$ cat src/hw/rtl/bmd_pkg.sv
package bmd_pkg;

  localparam int DEPTH     = 16;
  localparam int MSG_BITS  = 32;
  localparam int PTR_BITS  = (DEPTH > 1) ? $clog2(DEPTH) : 1;
  localparam int FILL_BITS = 5;
  localparam int PEND_BITS = 16;
  localparam int KIND_BITS = 3;
  localparam int IN_BITS   = 32;
  localparam int OUT_BITS  = 56;

  localparam logic [PEND_BITS-1:0] PEND_MAX  = '1;
  localparam logic [FILL_BITS-1:0] FILL_FULL = FILL_BITS'(DEPTH);
  localparam logic [PTR_BITS-1:0]  PTR_LAST  = PTR_BITS'(DEPTH - 1);

  typedef enum logic [KIND_BITS-1:0] {
    K_PUSH_TAIL = 3'd0,
    K_PUSH_HEAD = 3'd1,
    K_POP       = 3'd2,
    K_CLEAR     = 3'd3,
    K_TASK_DONE = 3'd4
  } kind_t;

  typedef struct packed {
    logic load;
    logic exec;
  } cmd_t;

  typedef struct packed {
    logic queue_empty;
    logic queue_full;
  } stat_t;

endpackage

$ cat src/hw/rtl/bmd_ctrl.sv
module bmd_ctrl (
  input  logic          clk,
  input  logic          rst,
  input  logic          s_tvalid,
  output logic          s_tready,
  output logic          m_tvalid,
  input  logic          m_tready,
  input  bmd_pkg::stat_t stat,
  output bmd_pkg::cmd_t  cmd,
  output logic          busy
);
  import bmd_pkg::*;

  typedef enum logic [1:0] {
    S_IDLE,
    S_EXEC,
    S_OUT
  } state_t;

  state_t state;
  logic   accept;

  // take a new request once the pending result leaves
  assign s_tready = (state == S_IDLE) || (state == S_OUT && m_tready);
  assign m_tvalid = (state == S_OUT);
  assign accept   = s_tvalid && s_tready;

  assign cmd.load = accept;
  assign cmd.exec = (state == S_EXEC);

  always_ff @(posedge clk) begin
    if (rst) begin
      state <= S_IDLE;
      busy  <= 1'b0;
    end else begin
      case (state)
        S_IDLE: begin
          if (accept) begin
            state <= S_EXEC;
            busy  <= 1'b1;
          end
        end
        S_EXEC: begin
          state <= S_OUT;
        end
        S_OUT: begin
          if (accept) begin
            state <= S_EXEC;
          end else if (m_tready) begin
            state <= S_IDLE;
            busy  <= 1'b0;
          end
        end
        default: begin
          state <= S_IDLE;
          busy  <= 1'b0;
        end
      endcase
      // status is only sampled to force the controller idle if the ring reads both full and empty
      if (stat.queue_full && stat.queue_empty) begin
        state <= S_IDLE;
        busy  <= 1'b0;
      end
    end
  end

endmodule

$ cat src/hw/rtl/bmd_dpath.sv
module bmd_dpath (
  input  logic                         clk,
  input  logic                         rst,
  input  bmd_pkg::cmd_t                cmd,
  output bmd_pkg::stat_t               stat,
  input  logic [bmd_pkg::KIND_BITS-1:0] kind,
  input  logic [bmd_pkg::IN_BITS-1:0]   msg_in,
  output logic                         ok,
  output logic [bmd_pkg::IN_BITS-1:0]   msg_out,
  output logic [bmd_pkg::FILL_BITS-1:0] fill,
  output logic [bmd_pkg::PEND_BITS-1:0] unfinished,
  output logic                         all_done
);
  import bmd_pkg::*;

  logic [MSG_BITS-1:0]  slots [DEPTH];
  logic [KIND_BITS-1:0] req_kind;
  logic [MSG_BITS-1:0]  req_msg;

  logic [PTR_BITS-1:0]  front_ptr, front_ptr_next;
  logic [FILL_BITS-1:0] held, held_next;
  logic [PEND_BITS-1:0] pending_ct, pending_ct_next;

  logic                 wr_en;
  logic [PTR_BITS-1:0]  wr_addr;
  logic [PTR_BITS:0]    tail_sum;
  logic [PTR_BITS-1:0]  tail_ptr;
  logic [PTR_BITS-1:0]  prev_ptr;
  logic [PTR_BITS-1:0]  succ_ptr;
  logic                 pop_ok;
  logic                 ok_next;
  logic                 full;
  logic                 empty;

  assign full  = (held == FILL_FULL);
  assign empty = (held == '0);
  assign stat.queue_full  = full;
  assign stat.queue_empty = empty;

  // ring arithmetic: both sums stay below twice the depth
  assign tail_sum = {1'b0, front_ptr} + (PTR_BITS+1)'(held);
  assign tail_ptr = (tail_sum >= (PTR_BITS+1)'(DEPTH)) ?
                    PTR_BITS'(tail_sum - (PTR_BITS+1)'(DEPTH)) : tail_sum[PTR_BITS-1:0];
  assign prev_ptr = (front_ptr == '0) ? PTR_LAST : front_ptr - PTR_BITS'(1);
  assign succ_ptr = (front_ptr == PTR_LAST) ? '0 : front_ptr + PTR_BITS'(1);

  always_comb begin
    front_ptr_next  = front_ptr;
    held_next       = held;
    pending_ct_next = pending_ct;
    wr_en           = 1'b0;
    wr_addr         = tail_ptr;
    pop_ok          = 1'b0;
    ok_next         = 1'b0;
    case (req_kind)
      K_PUSH_TAIL: begin
        if (!full) begin
          wr_en     = 1'b1;
          held_next = held + FILL_BITS'(1);
          ok_next   = 1'b1;
          if (pending_ct != PEND_MAX) pending_ct_next = pending_ct + PEND_BITS'(1);
        end
      end
      K_PUSH_HEAD: begin
        if (!full) begin
          wr_en          = 1'b1;
          wr_addr        = prev_ptr;
          front_ptr_next = prev_ptr;
          held_next      = held + FILL_BITS'(1);
          ok_next        = 1'b1;
          if (pending_ct != PEND_MAX) pending_ct_next = pending_ct + PEND_BITS'(1);
        end
      end
      K_POP: begin
        if (!empty) begin
          pop_ok         = 1'b1;
          front_ptr_next = succ_ptr;
          held_next      = held - FILL_BITS'(1);
          ok_next        = 1'b1;
        end
      end
      K_CLEAR: begin
        front_ptr_next  = '0;
        held_next       = '0;
        pending_ct_next = '0;
        ok_next         = 1'b1;
      end
      K_TASK_DONE: begin
        if (pending_ct != '0) begin
          pending_ct_next = pending_ct - PEND_BITS'(1);
          ok_next         = 1'b1;
        end
      end
      default: begin
      end
    endcase
  end

  always_ff @(posedge clk) begin
    if (rst) begin
      front_ptr  <= '0;
      held       <= '0;
      pending_ct <= '0;
    end else if (cmd.exec) begin
      front_ptr  <= front_ptr_next;
      held       <= held_next;
      pending_ct <= pending_ct_next;
    end
  end

  always_ff @(posedge clk) begin
    if (cmd.load) begin
      req_kind <= kind;
      req_msg  <= msg_in[MSG_BITS-1:0];
    end
  end

  always_ff @(posedge clk) begin
    if (cmd.exec && wr_en) begin
      slots[wr_addr] <= req_msg;
    end
  end

  // result register, holds until the next request executes
  always_ff @(posedge clk) begin
    if (cmd.exec) begin
      ok         <= ok_next;
      msg_out    <= pop_ok ? IN_BITS'(slots[front_ptr]) : '0;
      fill       <= held_next;
      unfinished <= pending_ct_next;
      all_done   <= (pending_ct_next == '0);
    end
  end

endmodule

$ cat src/hw/rtl/bounded_message_deque.sv
// Bounded message deque: a ring of 16 slots of 32-bit messages with push to
// tail, urgent push to head, pop, clear and task-done requests, each
// answered by exactly one result. A request is captured when it is taken and
// executed in the next cycle, where ring pointers, fill and pending counters
// update and the front slot is read into the result register; the result
// is shown the cycle after, as the controller moves from capture to its
// execute and output states. While a result waits, the next request is
// taken in the same cycle the result is taken. A push to a full ring or a
// pop from an empty one fails with ok low, and the pending count saturates
// at zero and at 65535.
module bounded_message_deque (
  input  logic        clk,
  input  logic        rst,
  input  logic        s_tvalid,
  output logic        s_tready,
  input  logic [31:0] s_tdata,   // [31:0] msg_in
  input  logic [2:0]  s_tuser,   // [2:0] kind
  output logic        m_tvalid,
  input  logic        m_tready,
  output logic [55:0] m_tdata    // [0] ok, [32:1] msg_out, [37:33] fill,
                                 // [53:38] unfinished, [54] all_done, [55] zero
);
  import bmd_pkg::*;

  cmd_t                 cmd;
  stat_t                stat;
  logic                 busy;
  logic                 ok;
  logic [IN_BITS-1:0]   msg_out;
  logic [FILL_BITS-1:0] fill;
  logic [PEND_BITS-1:0] unfinished;
  logic                 all_done;

  bmd_ctrl u_ctrl (
    .clk      (clk),
    .rst      (rst),
    .s_tvalid (s_tvalid),
    .s_tready (s_tready),
    .m_tvalid (m_tvalid),
    .m_tready (m_tready),
    .stat     (stat),
    .cmd      (cmd),
    .busy     (busy)
  );

  bmd_dpath u_dpath (
    .clk        (clk),
    .rst        (rst),
    .cmd        (cmd),
    .stat       (stat),
    .kind       (s_tuser),
    .msg_in     (s_tdata),
    .ok         (ok),
    .msg_out    (msg_out),
    .fill       (fill),
    .unfinished (unfinished),
    .all_done   (all_done)
  );

  assign m_tdata = {1'b0, all_done, unfinished, fill, msg_out, ok};

  // a waiting result blocks new requests
  assert property (@(posedge clk) disable iff (rst)
    (m_tvalid && !m_tready) |-> !s_tready)
    else $error("request taken while result stalled");

  // each accepted request yields a result after its execute step
  assert property (@(posedge clk) disable iff (rst)
    (s_tvalid && s_tready) |=> (!m_tvalid ##1 m_tvalid))
    else $error("result timing broken");

  // fill never exceeds the depth
  assert property (@(posedge clk) disable iff (rst)
    m_tvalid |-> (m_tdata[37:33] <= 5'(DEPTH)))
    else $error("fill beyond depth");

  // the controller is busy whenever a result is shown
  assert property (@(posedge clk) disable iff (rst)
    m_tvalid |-> busy)
    else $error("result without busy controller");

endmodule
$ cat config.mk
export PLATFORM = sky130hd
export DESIGN_NAME = bounded_message_deque
export DESIGN_NICKNAME = d
export VERILOG_FILES = /design/src/hw/rtl/bmd_pkg.sv /design/src/hw/rtl/bmd_ctrl.sv /design/src/hw/rtl/bmd_dpath.sv /design/src/hw/rtl/bounded_message_deque.sv
export SDC_FILE = /design/constraint.sdc
export NUM_CORES = 1
export LEC_CHECK = 0
export BUFFER_PORTS_ARGS = -buffer_cell sky130_fd_sc_hd__buf_4
export CELL_PAD_IN_SITES_DETAIL_PLACEMENT = 1
export CELL_PAD_IN_SITES_GLOBAL_PLACEMENT = 1
export CORE_MARGIN = 1
export CORE_UTILIZATION = 51
export DETAILED_ROUTE_END_ITERATION = 10
export PLACE_DENSITY_LB_ADDON = 0.1
export SETUP_SLACK_MARGIN = 0.02
export SKIP_CTS_REPAIR_TIMING = 1
export SYNTH_ARGS = -nofsm -noshare
export SYNTH_HDL_FRONTEND = slang
export SYNTH_HIERARCHICAL = 1
export SYNTH_SLANG_ARGS = --single-unit
$ cat constraint.sdc
create_clock -name clk -period 7.8 [get_ports clk]
set_clock_uncertainty 0.05 [all_clocks]
set_input_delay 0.78 -clock clk [delete_from_list [all_inputs] [get_ports clk]]
set_output_delay 0.78 -clock clk [all_outputs]
set_load 0.03 [all_outputs]
==> impl_metrics.env, run 1 <==
export IMPL_status="complete, no violations"
export IMPL_place_congestion=0.880
export IMPL_dr_pass1_iters=5
export IMPL_clkSlewWorstSetupHoldPaths_ns=0.06
export IMPL_remaining_drc_errors=0
export IMPL_grt_antenna_before_repair=1
export IMPL_finalCritPeriodShare_pct=57.0
export IMPL_min_path_cells=1
export IMPL_drv_slew=0
export IMPL_drive_gt1_share_pct=28.6
export IMPL_crit_arrival_ns=4.59
export IMPL_period_minus_slack_ns=4.45
export IMPL_die_area_mm2=0.0506
export IMPL_hp_class="primary input to flop"
export IMPL_grt_pass1_vias=13795
export IMPL_place_port_buffers=95
export IMPL_drt_wirelength_per_cell_um=27.8
export IMPL_die_w_um=225
export IMPL_initial_core_util_pct=51.8
export IMPL_finalSetupTns_ns=0
export IMPL_ir_drop_mv=0.183
export IMPL_fin_util_pct=59.2
export IMPL_end_kind="flop"
export IMPL_min_delay_start="s_tdata[18]"
export IMPL_yosysWarnings=6
export IMPL_drt_iter0_drc=1028
export IMPL_setup_violations=0
export IMPL_avgSynthCellArea_um2=19.4
export IMPL_gr_total_overflow=0
export IMPL_critPathKind="flop to flop"
export IMPL_hold_viol=0
export IMPL_vias=12959
export IMPL_cts_sinks=629
export IMPL_htreeDepth=3
export IMPL_grt_pass1_wl_um=89000
export IMPL_rrSetupSlack_ns=3.35
export IMPL_numCtsBuffers=66
export IMPL_syn2layout_area_growth_pct=14.3
export IMPL_track_usage_pct=24.3
export IMPL_wl_um=59200
export IMPL_vias_per_cell=6.09
export IMPL_p_leak_nw=9.19
export IMPL_slew_headroom_pct=15.7
export IMPL_pin_count=97
export IMPL_postRouteAntennaNets=0
export IMPL_cp_start_kind="flop"
export IMPL_syn_nets=1361
export IMPL_rsz0062_at_grt="false"
export IMPL_tightest_slew_ns=1.26
export IMPL_r2r_cells=9
export IMPL_grt_max_degree=108
export IMPL_rr_endpoint="u_dpath/slots[6][0]$_DFFE_PP_"
export IMPL_core_area_mm2=0.0490
export IMPL_max_clock_freq_mhz=225
export IMPL_required_ns=7.94
export IMPL_clockBufferDepth=3
export IMPL_fin_nets=1462
export IMPL_die_y_um=225
export IMPL_syn_area_mm2=0.0254
export IMPL_whs_endpoint="u_dpath/req_msg[18]$_DFFE_PP_"
export IMPL_power_density_mw_per_mm2=256
export IMPL_timing_rr_start="u_dpath/held[1]$_SDFFE_PP0P_"
export IMPL_fillerInstances=4207
export IMPL_clock_latency_ns=0.60
export IMPL_clock_root_buffer="clkbuf_16"
export IMPL_hpwl_um=35000
export IMPL_drv_cap=0
export IMPL_rows=81
export IMPL_worst_path_max_fanout=32
export IMPL_cts_tree="built"
export IMPL_synthCells=1310
worst max-delay path by stage:
stage                                           start                        endpoint  depth (start not counted)
floorplan                u_ctrl/state[0]$_SDFFE_PP0P_   u_dpath/slots[6][0]$_DFFE_PP_                          6
global placement    u_dpath/front_ptr[1]$_SDFFE_PP0P_   u_dpath/slots[6][9]$_DFFE_PP_                          7
detailed placement       u_dpath/held[0]$_SDFFE_PP0P_  u_dpath/slots[6][27]$_DFFE_PP_                          9
CTS                      u_dpath/held[1]$_SDFFE_PP0P_   u_dpath/slots[6][6]$_DFFE_PP_                          9
global route             u_dpath/held[0]$_SDFFE_PP0P_   u_dpath/slots[6][6]$_DFFE_PP_                          9
finish                   u_dpath/held[1]$_SDFFE_PP0P_   u_dpath/slots[6][0]$_DFFE_PP_                          9
where the power goes:
group	leakage, nW	internal, W	switching [W]	total [W]
combinational	2.46	0.000183	0.000267	0.000450
clock	1.03	0.00181	0.00128	0.00308
sequential	5.69	0.00377	0.000107	0.00388
cells in the final DEF (no fill, tap or decap), types with 4 or more instances in the layout:
cell,instances
nand2_1,29
o22ai_1,6
nor2b_1,6
inv_1,29
nor4_2,5
ha_1,11
mux2i_1,10
nand3_1,19
nor2_4,17
edfxtp_1,602
nor4_1,6
and3_1,5
a211oi_1,21
o31ai_1,5
a21oi_1,21
buf_4,119
clkbuf_16,69
nand4_1,16
o41ai_1,5
nor2_1,52
o21ai_0,21
a21o_1,9
clkbuf_1,18
clkinv_2,7
nor3_1,19
dfxtp_1,23
nand2b_1,5
bufinv_16,5
or3_1,4
and2_1,32
mux4_2,160
clkinv_1,15
routing by layer:
layer / track usage [%] / up-vias / routed length, µm
li1: - / 5580 / -
met1: 34.4 / 6884 / 25700
met2: 39.3 / 411 / 29200
met3: 4.56 / 84 / 3080
met4: 6.30 / 0 / 1220
met5: 0 / - / 0
per-stage QoR:
stage	cells	hold WS [ns]	power, W	worst slack (ns)	cell area, µm²
finish	2129	0.305	0.00741	3.35	29000
CTS	2128	0.272	0.00748	3.29	29000
global route	2128	0.282	0.00762	3.04	29000
detailed placement	2007	0.482	0.00440	3.38	26800
global placement	2007	0.459	0.00439	3.47	26800
floorplan	1310	0.418	0.00422	2.16	25400
final cells by class:
| class | count | area, µm² | area share [%] |
|---|---|---|---|
| antenna | 1 | 2.50 | 0.00864 |
| clock buffer | 88 | 1810 | 6.24 |
| clock inverter | 33 | 320 | 1.11 |
| inverter | 30 | 115 | 0.397 |
| multi-input combinational | 564 | 6350 | 21.9 |
| sequential | 629 | 18600 | 64.3 |
| tap | 664 | 831 | 2.87 |
| timing repair buffer | 120 | 913 | 3.15 |
registers in the layout, summed over array words and instances, names as in the netlist:
register and flops:
u_dpath/all_done 1, u_ctrl/state 2, u_dpath/ok 1, u_dpath/front_ptr 4, u_dpath/req_kind 3, u_dpath/slots 512
u_dpath/unfinished 16, u_dpath/req_msg 32, u_dpath/msg_out 32, u_dpath/pending_ct 16, u_dpath/held 5, u_dpath/fill 5
worst max-delay path: stages (launching register included):
cell	delay, ns
dfxtp_1	0.47
inv_1	0.15
ha_1	0.26
nand4bb_1	0.39
inv_4	0.12
nor2_1	0.39
nand2_1	0.26
mux2i_1	0.33
nand4_1	0.47
nor2_4	1.15
No activity file was read; power rests on OpenSTA's default activity.
==> inputs of run 2 (changes only) <==
Settings changed: ABC_AREA set to 1, CORE_UTILIZATION 51 to 46.
Clock period 7.8 ns to 3.6 ns, I/O delays scaled along.
==> run 2 against run 1 <==
Net effect: first-iteration DRC count grew 20%; combinational power grew to 2.7 times the previous value; via count grew 23%; maximum frequency grew 39%; sequential cell count is the same; worst hold slack lost 0.28 ns; utilization shrank 5.1 points; wire length grew 17%; sequential share of layout area shrank 0.47 points; global-route usage grew 0.80 points.
==> impl_metrics.env, run 2 <==
export IMPL_dp_cells=2573
export IMPL_clock_latency_ns=0.61
export IMPL_yosysWarnings=6
export IMPL_timing_rr_start="u_dpath/front_ptr[1]$_SDFFE_PP0P_"
export IMPL_min_path_cells=4
export IMPL_place_congestion=0.834
export IMPL_track_usage_pct=25.1
export IMPL_crit_chain="inv_2 -> fa_1 -> xnor2_1 -> o21ai_0 -> nand2_1 -> nor2_4 -> buf_12"
export IMPL_largest_reg_flops=512
export IMPL_hold_viol=0
export IMPL_die_w_um=236
export IMPL_synthCells=1833
export IMPL_cts_sinks=629
export IMPL_largestRegisters="u_dpath/slots x512, u_dpath/msg_out x32, u_dpath/req_msg x32"
export IMPL_vias=16000
export IMPL_syn_area_mm2=0.0251
export IMPL_avgSynthCellArea_um2=13.7
export IMPL_rrSetupSlack_ns=0.40
export IMPL_period_minus_slack_ns=3.20
export IMPL_worst_path_max_fanout=24
export IMPL_remaining_drc_errors=0
export IMPL_core_area_mm2=0.0539
export IMPL_clkSlewWorstSetupHoldPaths_ns=0.06
export IMPL_r2r_cells=7
export IMPL_clock_root_buffer="clkbuf_16"
export IMPL_p_leak_nw=10.1
export IMPL_syn2layout_area_growth_pct=16.1
export IMPL_drive_gt1_share_pct=17.2
export IMPL_finalCritPeriodShare_pct=88.8
export IMPL_setup_ws_ns=0.403
export IMPL_diodes=0
export IMPL_crit_buf_inv=2
export IMPL_fillerInstances=5274
export IMPL_place_port_buffers=95
export IMPL_htreeDepth=3
export IMPL_initial_core_util_pct=46.6
export IMPL_rsz0062_at_grt="false"
export IMPL_stdcell_area_mm2=0.0292
export IMPL_vias_per_cell=5.88
export IMPL_holdWs_ns=0.0248
export IMPL_clockBufferDepth=3
export IMPL_rr_endpoint="u_dpath/slots[10][25]$_DFFE_PP_"
export IMPL_hpwl_um=41800
export IMPL_status="complete, no violations"
export IMPL_max_clock_freq_mhz=313
export IMPL_rows=85
export IMPL_total_power_w=0.0160
export IMPL_setup_violations=0
export IMPL_numCtsBuffers=68
export IMPL_pin_count=97
export IMPL_fin_nets=2033
export IMPL_cp_start_kind="flop"
export IMPL_critical_path_slowest_cell="nor2_4"
export IMPL_gr_total_overflow=0
export IMPL_cpPeakStageDelay_ns=0.50
export IMPL_min_delay_start="m_tready"
export IMPL_end_kind="flop"
export IMPL_whs_endpoint="u_ctrl/state[1]$_SDFFE_PP0P_"
export IMPL_postRouteAntennaNets=0
export IMPL_final_common_cell="edfxtp_1"
export IMPL_syn_nets=1884
export IMPL_mostFrequentLayoutCells="edfxtp_1, nand2_1, buf_4"
export IMPL_grt_pass1_wl_um=105000
export IMPL_die_y_um=236
export IMPL_final_cells=2723
export IMPL_drt_wirelength_per_cell_um=25.4
export IMPL_drv_slew=0
export IMPL_grt_antenna_before_repair=0
export IMPL_ir_drop_mv=0.412
export IMPL_dpl_cell_area_mm2=0.0268
export IMPL_slew_headroom_pct=39.2
export IMPL_path_delay_family="simple AND/OR/NAND/NOR gates"
export IMPL_dr_pass1_iters=7
export IMPL_drt_iter0_drc=1233
export IMPL_regMostFlops="u_dpath/slots"
export IMPL_drv_cap=0
export IMPL_grt_max_degree=116
export IMPL_critPathKind="flop to flop"
export IMPL_place_ws_ns=0.406
export IMPL_tightest_slew_ns=0.911
export IMPL_required_ns=3.83
export IMPL_grt_pass1_vias=16409
export IMPL_power_density_mw_per_mm2=549
export IMPL_hp_class="primary input to flop"
export IMPL_cts_tree="built"
export IMPL_die_area_mm2=0.0556
export IMPL_crit_arrival_ns=3.43
export IMPL_wl_um=69200
-- run 2: per-layer routing --
layer	GRT usage, %	up-vias	part of all wire [%]	wire length (µm)
li1	-	7203	-	-
met1	36.1	8280	46	31500
met2	40.3	426	48	32900
met5	0	-	0	0
met3	3.75	91	5.1	3510
met4	6.36	0	1.7	1210
-- run 2: tightest hold or removal path, stage by stage --
cell,delay (ns)
buf_4,0.09
o21ai_4,0.08
o21ai_2,0.07
nor2_2,0.03
-- run 2: cell type report --
| type | instances | area (µm²) | share of cell area [%] |
|---|---|---|---|
| inverters | 97 | 368 | 1.26 |
| clock inverters | 29 | 195 | 0.669 |
| flip-flops and latches | 629 | 18600 | 63.8 |
| well taps | 696 | 871 | 2.99 |
| clock buffers | 86 | 1810 | 6.21 |
| multi-input cells | 996 | 5740 | 19.7 |
| repair buffers | 190 | 1560 | 5.36 |
-- run 2: per-stage QoR --
step,util [%],TNS [ns]
CTS,53.5,0
detailed placement,49.7,0
global placement,49.7,0
floorplan,-,-92.26
finish,54.1,0
global route,54.1,0
-- run 2: power by group --
part           total (W)  internal [W]  switching (W)
Sequential       0.00838       0.00817       0.000211
Combinational    0.00122      0.000381       0.000839
Clock            0.00643       0.00364        0.00279
-- run 2: worst max-delay path by stage --
stage,from,end,slack (ns),cells past startpoint
2_1_floorplan,u_ctrl/state[0]$_SDFFE_PP0P_,u_dpath/slots[11][0]$_DFFE_PP_,-0.18,6
3_3_place_gp,u_dpath/front_ptr[1]$_SDFFE_PP0P_,u_dpath/slots[10][18]$_DFFE_PP_,0.52,7
3_5_place_dp,u_dpath/front_ptr[1]$_SDFFE_PP0P_,u_dpath/slots[10][26]$_DFFE_PP_,0.41,7
4_1_cts,u_dpath/front_ptr[1]$_SDFFE_PP0P_,u_dpath/slots[10][25]$_DFFE_PP_,0.39,7
5_1_grt,u_dpath/front_ptr[1]$_SDFFE_PP0P_,u_dpath/slots[10][29]$_DFFE_PP_,0.26,7
6_report,u_dpath/front_ptr[1]$_SDFFE_PP0P_,u_dpath/slots[10][25]$_DFFE_PP_,0.40,7
==> inputs of run 3 (changes only) <==
Settings changed: CORE_UTILIZATION 46 to 48, CTS_BUF_LIST set to sky130_fd_sc_hd__clkbuf_2 sky130_fd_sc_hd__clkbuf_4 sky130_fd_sc_hd__clkbuf_8, MAX_ROUTING_LAYER set to met4.
==> run 3 against run 2 <==
Net effect: sequential cell count unchanged; cell area decreased by 0.19%; non-clock buffer count decreased by 10; cell count increased by 1.2%; critical endpoint is now u_dpath/slots[14][20]$_DFFE_PP_.
==> impl_metrics.env, run 3 (synthesis gave the netlist of run 2 again) <==
export IMPL_status="complete, no violations"
export IMPL_numCtsBuffers=100
export IMPL_drive_gt1_share_pct=19.2
export IMPL_largestRegisters="u_dpath/slots x512, u_dpath/msg_out x32, u_dpath/req_msg x32"
export IMPL_grt_util_met3_pct=3.95
export IMPL_seqCellArea_mm2=0.0186
export IMPL_final_common_cell="edfxtp_1"
export IMPL_clock_latency_ns=0.70
export IMPL_htreeDepth=3
export IMPL_power_density_mw_per_mm2=530
export IMPL_die_area_mm2=0.0533
export IMPL_place_port_buffers=95
export IMPL_fillerInstances=5069
export IMPL_regMostFlops="u_dpath/slots"
export IMPL_drt_wirelength_per_cell_um=24.8
export IMPL_initial_core_util_pct=48.8
export IMPL_clock_root_buffer="clkbuf_8"
export IMPL_grt_max_degree=127
export IMPL_total_power_w=0.0154
export IMPL_max_clock_freq_mhz=324
export IMPL_rr_endpoint="u_dpath/slots[14][20]$_DFFE_PP_"
export IMPL_drv_slew=0
export IMPL_vias=16025
export IMPL_min_path_cells=2
export IMPL_final_cells=2757
export IMPL_rows=83
export IMPL_finalCritPeriodShare_pct=85.7
export IMPL_vias_per_cell=5.81
export IMPL_core_area_mm2=0.0515
export IMPL_critPathKind="flop to flop"
export IMPL_cts_tree="built"
export IMPL_gr_total_overflow=0
export IMPL_remaining_drc_errors=0
export IMPL_dr_pass1_iters=5
export IMPL_grt_pass1_wl_um=103000
export IMPL_setup_violations=0
export IMPL_clkSlewWorstSetupHoldPaths_ns=0.06
export IMPL_hpwl_um=39500
export IMPL_cp_start_kind="flop"
export IMPL_period_minus_slack_ns=3.09
export IMPL_worst_path_max_fanout=23
export IMPL_place_congestion=0.859
export IMPL_end_kind="flop"
export IMPL_syn2layout_area_growth_pct=15.9
export IMPL_grt_antenna_before_repair=1
export IMPL_rsz0062_at_grt="false"
export IMPL_wl_um=68500
export IMPL_pin_count=97
export IMPL_cts_sinks=629
export IMPL_drv_cap=0
export IMPL_required_ns=3.92
export IMPL_multi_input_area_mm2=0.00574
export IMPL_ir_drop_mv=0.412
export IMPL_die_y_um=231
export IMPL_die_w_um=231
export IMPL_largest_reg_flops=512
export IMPL_grt_pass1_vias=16815
export IMPL_tightest_slew_ns=0.881
export IMPL_postRouteAntennaNets=0
export IMPL_r2r_cells=10
export IMPL_crit_arrival_ns=3.41
export IMPL_hold_viol=0
export IMPL_slew_headroom_pct=41.3
export IMPL_rrSetupSlack_ns=0.51
export IMPL_p_leak_nw=10.1
export IMPL_fin_nets=2055
export IMPL_min_delay_start="rst"
export IMPL_clockBufferDepth=3
export IMPL_drt_iter0_drc=1131
export IMPL_met2_usage_pct=43.7
export IMPL_track_usage_pct=26.7
export IMPL_top_usage_layer="met2"
export IMPL_mostFrequentLayoutCells="edfxtp_1, nand2_1, buf_4"
export IMPL_hp_class="primary input to flop"
export IMPL_whs_endpoint="u_dpath/held[1]$_SDFFE_PP0P_"
export IMPL_dp_cells=2544
export IMPL_grtUsageMet1_pct=34.5
export IMPL_timing_rr_start="u_dpath/held[0]$_SDFFE_PP0P_"
## run 3: changes by cell type in the layout (fill, tap and decap cells not counted), moves of 13 or more
cell / previous run / this run
clkbuf_16: 70 / 0
buf_4: 151 / 127
clkbuf_4: 0 / 33
clkinv_1: 12 / 25
clkbuf_8: 0 / 103
clkbuf_1: 16 / 0
## run 3: layer usage
metal / up-vias / share of wire [%]
met5: - / 0
met4: 0 / 2.2
met1: 8240 / 43
met2: 429 / 50
li1: 7255 / -
met3: 101 / 4.7
## run 3: how the worst max path moves through the flow
stage,start,end,slack [ns],cells after the start
2_1_floorplan,u_ctrl/state[0]$_SDFFE_PP0P_,u_dpath/slots[11][0]$_DFFE_PP_,-0.18,6
3_3_place_gp,u_dpath/held[1]$_SDFFE_PP0P_,u_dpath/slots[14][20]$_DFFE_PP_,0.67,10
3_5_place_dp,u_dpath/held[1]$_SDFFE_PP0P_,u_dpath/slots[14][19]$_DFFE_PP_,0.57,10
4_1_cts,u_dpath/held[0]$_SDFFE_PP0P_,u_dpath/slots[14][20]$_DFFE_PP_,0.54,10
5_1_grt,u_dpath/held[0]$_SDFFE_PP0P_,u_dpath/slots[14][20]$_DFFE_PP_,0.27,10
6_report,u_dpath/held[0]$_SDFFE_PP0P_,u_dpath/slots[14][20]$_DFFE_PP_,0.51,10
## run 3: where the power goes
part	switching, W	internal, W
clock network	0.00272	0.00313
logic	0.000830	0.000382
registers	0.000201	0.00817
## run 3: cell type report
| cell class | count | share of cell area, % |
|---|---|---|
| Sequential cell | 629 | 63.9 |
| Antenna cell | 1 | 0.00859 |
| Inverter | 97 | 1.26 |
| Timing Repair Buffer | 180 | 5.61 |
| Multi-Input combinational cell | 996 | 19.7 |
| Tap cell | 680 | 2.92 |
| Clock buffer | 136 | 5.72 |
| Clock inverter | 38 | 0.804 |
## run 3: stage by stage
step / hold slack [ns] / TNS (ns) / setup WS, ns / utilization (%) / instance area [µm²]
finish: 0.0422 / 0 / 0.513 / 56.5 / 29100
global route: 0.0265 / 0 / 0.272 / 56.5 / 29100
CTS: -0.276 / 0 / 0.541 / 55.8 / 28700
detailed placement: 0.489 / 0 / 0.569 / 52.1 / 26800
global placement: 0.477 / 0 / 0.666 / 52.1 / 26800
floorplan: 0.409 / -92.26 / -0.182 / - / 25100
## run 3: critical path: stages, from the launching register on
cell and delay [ns]:
dfxtp_1 0.41, inv_1 0.12, ha_1 0.28, nand3_4 0.11, nand2_2 0.10, nor2_2 0.24
inv_2 0.06, o21ai_1 0.22, nand3_1 0.36, nor2_4 0.49, buf_12 0.28
